**config.mk**
```make
export PLATFORM = sky130hd
export DESIGN_NAME = pbra_page_rule
export DESIGN_NICKNAME = d
export VERILOG_FILES = /design/src/rtl/core/pbra_pkg.sv /design/src/rtl/core/pbra_page_rule.sv
export SDC_FILE = /design/constraint.sdc
export NUM_CORES = 1
export LEC_CHECK = 0
export ABC_AREA = 1
export BUFFER_PORTS_ARGS = -buffer_cell sky130_fd_sc_hd__buf_4
export CORE_ASPECT_RATIO = 2
export CORE_UTILIZATION = 58
export DETAILED_ROUTE_END_ITERATION = 6
export GPL_ROUTABILITY_DRIVEN = 0
export PLACE_DENSITY = 0.94
export SLEW_MARGIN = 20
export SYNTH_ARGS = -nofsm -noshare
export SYNTH_HDL_FRONTEND = slang
export SYNTH_SLANG_ARGS = --single-unit
```
**constraint.sdc**
```tcl
create_clock -name vclk -period 5.36
set_input_delay 1.072 -clock vclk [all_inputs]
set_output_delay 1.072 -clock vclk [all_outputs]
set_load 0.1 [all_outputs]
```
**src/rtl/core/pbra_pkg.sv**
```systemverilog
// shared types and constants for the page bitmap run allocator
// no dependencies
package pbra_pkg;

    localparam int NUM_PAGES = 4096;
    localparam int MAX_RUN   = 64;
    localparam int REF_WIDTH = 16;
    localparam int PG_W      = 12;
    localparam int WORDS     = NUM_PAGES / 64;
    localparam int WORD_W    = 6;
    localparam int TOT_W     = 13;
    localparam int TREF_W    = 16;

    localparam logic [TOT_W-1:0]     TOT_MAX  = TOT_W'(NUM_PAGES);
    localparam logic [TREF_W-1:0]    TREF_MAX = '1;
    localparam logic [REF_WIDTH-1:0] REF_MAX  = '1;

    typedef enum logic [1:0] {
        OP_ALLOC = 2'd0,
        OP_MARK  = 2'd1,
        OP_CLEAN = 2'd2,
        OP_FREE  = 2'd3
    } t_op;

    typedef enum logic [2:0] {
        S_CLR,
        S_IDLE,
        S_SRD,
        S_SCAN,
        S_RD,
        S_UPD,
        S_DONE
    } t_state;

    typedef struct packed {
        logic [TOT_W-1:0]  free_cnt;
        logic [TOT_W-1:0]  used_cnt;
        logic [TREF_W-1:0] ref_cnt;
    } t_totals;

    typedef struct packed {
        t_op                  op;
        logic [7:0]           attr;
        logic [REF_WIDTH-1:0] refs;
        logic                 used;
        logic [7:0]           flags;
    } t_page_in;

    typedef struct packed {
        logic [7:0]           attr;
        logic [REF_WIDTH-1:0] refs;
        logic                 used;
    } t_page_out;

endpackage

```
**src/rtl/core/pbra_page_rule.sv**
```systemverilog
// per-page update rule: mark, clean and add_free on one page and the totals
// depends on pbra_pkg
module pbra_page_rule (
    input  pbra_pkg::t_page_in  i_page,
    input  pbra_pkg::t_totals   i_tot,
    output pbra_pkg::t_page_out o_page,
    output pbra_pkg::t_totals   o_tot
);
    import pbra_pkg::*;

    logic [REF_WIDTH-1:0] refs_dec;

    assign refs_dec = (i_page.refs != '0) ? i_page.refs - 1'b1 : i_page.refs;

    always_comb begin
        o_page.attr = i_page.attr;
        o_page.refs = i_page.refs;
        o_page.used = i_page.used;
        o_tot       = i_tot;
        unique case (i_page.op)
            OP_ALLOC, OP_MARK: begin
                if (i_page.attr == 8'd0) begin
                    o_page.used = 1'b1;
                    o_page.attr = i_page.flags;
                    if (i_page.refs != REF_MAX) o_page.refs = i_page.refs + 1'b1;
                    if (i_tot.used_cnt < TOT_MAX) o_tot.used_cnt = i_tot.used_cnt + 1'b1;
                    if (i_tot.free_cnt != '0) o_tot.free_cnt = i_tot.free_cnt - 1'b1;
                    if (i_tot.ref_cnt != TREF_MAX) o_tot.ref_cnt = i_tot.ref_cnt + 1'b1;
                end else if (((i_page.attr | i_page.flags) & 8'd3) != 8'd0) begin
                    o_page.attr = i_page.attr | i_page.flags;
                    if (i_page.refs != REF_MAX) o_page.refs = i_page.refs + 1'b1;
                    if (i_tot.ref_cnt != TREF_MAX) o_tot.ref_cnt = i_tot.ref_cnt + 1'b1;
                end else begin
                    o_page.used = 1'b1;
                    o_page.attr = i_page.attr | i_page.flags;
                end
            end
            OP_CLEAN: begin
                if (i_page.attr == 8'd0) begin
                    o_page = '{attr: i_page.attr, refs: i_page.refs, used: i_page.used};
                end else if ((i_page.attr & 8'd3) != 8'd0) begin
                    o_page.refs = refs_dec;
                    if (i_tot.ref_cnt != '0) o_tot.ref_cnt = i_tot.ref_cnt - 1'b1;
                    // last reference gone: page goes back to free
                    if (refs_dec == '0) begin
                        o_page.attr = 8'd0;
                        o_page.used = 1'b0;
                        if (i_tot.used_cnt != '0) o_tot.used_cnt = i_tot.used_cnt - 1'b1;
                        if (i_tot.free_cnt < TOT_MAX) o_tot.free_cnt = i_tot.free_cnt + 1'b1;
                    end
                end else begin
                    o_page.used = 1'b0;
                    o_page.attr = 8'd0;
                    o_page.refs = '0;
                    if (i_tot.free_cnt < TOT_MAX) o_tot.free_cnt = i_tot.free_cnt + 1'b1;
                    if (i_tot.used_cnt != '0) o_tot.used_cnt = i_tot.used_cnt - 1'b1;
                    if (i_tot.ref_cnt != '0) o_tot.ref_cnt = i_tot.ref_cnt - 1'b1;
                end
            end
            OP_FREE: begin
                if (i_page.used) begin
                    o_page.used = 1'b0;
                    if (i_tot.free_cnt < TOT_MAX) o_tot.free_cnt = i_tot.free_cnt + 1'b1;
                end
                o_page.attr = 8'd0;
                o_page.refs = '0;
            end
            default: begin
                o_tot = i_tot;
            end
        endcase
    end

endmodule

```
==> results.json <==
{
  "first_iter_violations": 617,
  "grt_usage_pct": 42.3,
  "vias": 6315,
  "yosys-top-cells-area": "nand2_1 22%, nand3_1 12%, o21ai_0 9.5%",
  "cts_resized": 0,
  "swShare_pct": 76.3,
  "maxCapViolations": 0,
  "dieArea_um2": 7510,
  "seq_area_um2": 0,
  "fp.dieH_um": 122,
  "design.seq.count": 0,
  "grt_max_degree": 40,
  "syn_avg_cell_area_um2": 4.87,
  "setup_viol": 0,
  "postCtsHoldBufs": 0,
  "cp-start-kind": "primary input",
  "routedWlPerCell_um": 14.6,
  "grt_pass1_vias": 5739,
  "status": "complete, no violations",
  "critical_path_arrival_ps": 3730,
  "yosysSeqAreaShare_pct": 0,
  "fp.dieW_um": 61.8,
  "multi_input_comb_area_um2": 3580,
  "slew_viol_final": 0,
  "combPwrFrac_pct": 100.0,
  "synthesis.nets": 938,
  "drive_above_1_share_pct": 19.7,
  "ys_types": 42,
  "pwr-share-seq_pct": 0,
  "synthCells": 852,
  "n_fill_cell": 629,
  "endpoint_kind": "output port",
  "period_share_pct": 89.6,
  "area_growth_pct": 25.9,
  "port_buffers": 144,
  "yosysWarnings": 0,
  "drc": 0,
  "synth_area_um2": 4150,
  "dpl.cell_count": 1058,
  "required_ps": 4290,
  "postRouteAntennaNets": 0,
  "diodes": 0,
  "nets": 1056,
  "p_leak_nw": 2.61,
  "rows": 43,
  "ir_worst_vdd_v": 0.000124,
  "p_int_w": 0.000159,
  "cts_setup_buffers": 0,
  "synth.top_cell.area_share_pct": 22.0,
  "drtPass1Iterations": 6,
  "p_sw_w": 0.000513,
  "path_max_fanout": 36,
  "slew_headroom_pct": 46.9,
  "detailed_place_hpwl_mm": 12.0,
  "ios": 144,
  "overflow": 0,
  "hold_path_class": "primary input to output port",
  "fmax_ghz": 0.208,
  "start_util_pct": 59.7,
  "p_clk_share_pct": 0,
  "core-area_um2": 6940,
  "nClkBuffers": 0,
  "crit_type": "primary input to output port",
  "worst_hold_slack_ps": 2590,
  "grt_pass1_wl_mm": 24.9,
  "wirelength_mm": 15.4,
  "hold_violations": 0,
  "synth_top_cell_by_area": "nand2_1",
  "rsz0062_at_grt": "no",
  "antenna_found_initial": 0,
  "worst_pin_slew_ps": 796,
  "vias_per_cell": 5.97,
  "p_per_area_nw_per_um2": 129,
  "period_needed_ps": 4800,
  "final_cells": 1058
}
## power by group through the flow
stage	clock network [W]	registers (W)	logic (W)
3_3_place_gp	0	0	0.000659
6_report	0	0	0.000671
5_1_grt	0	0	0.000707
2_1_floorplan	0	0	0.000489
3_5_place_dp	0	0	0.000662
4_1_cts	0	0	0.000663
## cell usage after synthesis
cell	instances
inv_1	103
buf_1	3
a32oi_1	2
or4_1	1
buf_2	5
a21boi_0	1
nor3_1	25
nor2_4	7
o22ai_1	8
o31ai_1	5
buf_6	2
a41oi_1	1
or2_2	3
nand3_1	100
o21ai_1	8
ha_1	9
a22oi_1	2
xor2_1	22
nor2_1	86
inv_2	5
nand2_8	1
nand3_2	6
nor4_1	3
a31oi_1	1
nand2_1	243
o32ai_1	2
nand2_4	1
clkbuf_2	1
nor2_2	10
nand2_2	8
clkbuf_1	19
nand4_1	13
nand3b_1	1
buf_4	1
xnor2_1	3
o211ai_1	9
clkinv_1	3
a21oi_1	37
o221ai_1	5
a32o_1	7
buf_8	1
o21ai_0	79
## cell families after synthesis
group,after synthesis,synth area share [%]
AOI/OAI and AO/OA,167,23.2
xor gates and xnor gates,25,5.28
adders and majority gates,9,2.72
buffers and inverters,143,13.9
and+or+nand+nor,508,54.9
## path summary, 6_finish.rpt
| check | startpoint | endpoint | slack [ps] | depth (start not counted) |
|---|---|---|---|---|
| worst max-delay path | i_page[9] | o_tot[41] | 560 | 16 |
| worst min-delay path | i_tot[26] | o_tot[26] | 2590 | 5 |
## cells in the final DEF, fill, tap and decap left out, types with 2 or more instances in the layout
| cell | instances |
|---|---|
| nand2_1 | 243 |
| buf_4 | 148 |
| inv_1 | 103 |
| nand3_1 | 100 |
| nor2_1 | 85 |
| o21ai_0 | 71 |
| a21oi_1 | 37 |
| nor3_1 | 25 |
| xor2_1 | 22 |
| o21ai_1 | 16 |
| nand4_1 | 13 |
| nor2_2 | 11 |
| o211ai_1 | 9 |
| ha_1 | 9 |
| nand2_2 | 8 |
| o22ai_1 | 8 |
| nor2_4 | 7 |
| a32o_1 | 7 |
| nand3_2 | 6 |
| inv_2 | 5 |
| o221ai_1 | 5 |
| o31ai_1 | 4 |
| clkinv_1 | 3 |
| or2_2 | 3 |
| nor4_1 | 3 |
| xnor2_1 | 3 |
| o32ai_1 | 2 |
| a22oi_1 | 2 |
| a32oi_1 | 2 |
## critical path, stage by stage
cell,delay (ps)
buf_4,120
inv_2,110
ha_1,260
nand2_2,170
nor2_2,180
nand2_2,210
nand2_1,160
nand3_1,100
nor2_2,150
nand2_4,110
nand2_8,210
nand2_2,220
o21ai_1,190
nand2_1,70
nand2_1,80
buf_4,290
## layout make-up
type                       instances  share of cell area, %
inverter                         111                   7.98
multi-input combinational        709                   68.6
timing repair buffer             148                   21.3
tap                               90                   2.16
## metal layers
layer | part of all wire (%) | wire length (um) | track usage (%) | vias up
met4 | 6.2 | 958 | 28.2 | 0
met2 | 52 | 8040 | 72.9 | 423
met3 | 8.4 | 1300 | 9.24 | 101
met1 | 33 | 5120 | 43.0 | 2728
met5 | 0 | 0 | 0 | -
li1 | - | - | - | 3063
## metrics by stage
| stage | total power, W | setup TNS [ps] | util, % | instance area [um^2] | worst slack [ps] |
|---|---|---|---|---|---|
| floorplan | 0.000489 | -1220 | - | 4150 | -290 |
| global placement | 0.000659 | 0 | 75.2 | 5220 | 721 |
| detailed placement | 0.000662 | 0 | 75.2 | 5220 | 628 |
| CTS | 0.000663 | 0 | 75.2 | 5220 | 628 |
| global route | 0.000707 | 0 | 75.2 | 5220 | 326 |
| finish | 0.000671 | 0 | 75.2 | 5220 | 556 |
Note: power is estimated with default switching activity, not from simulation.
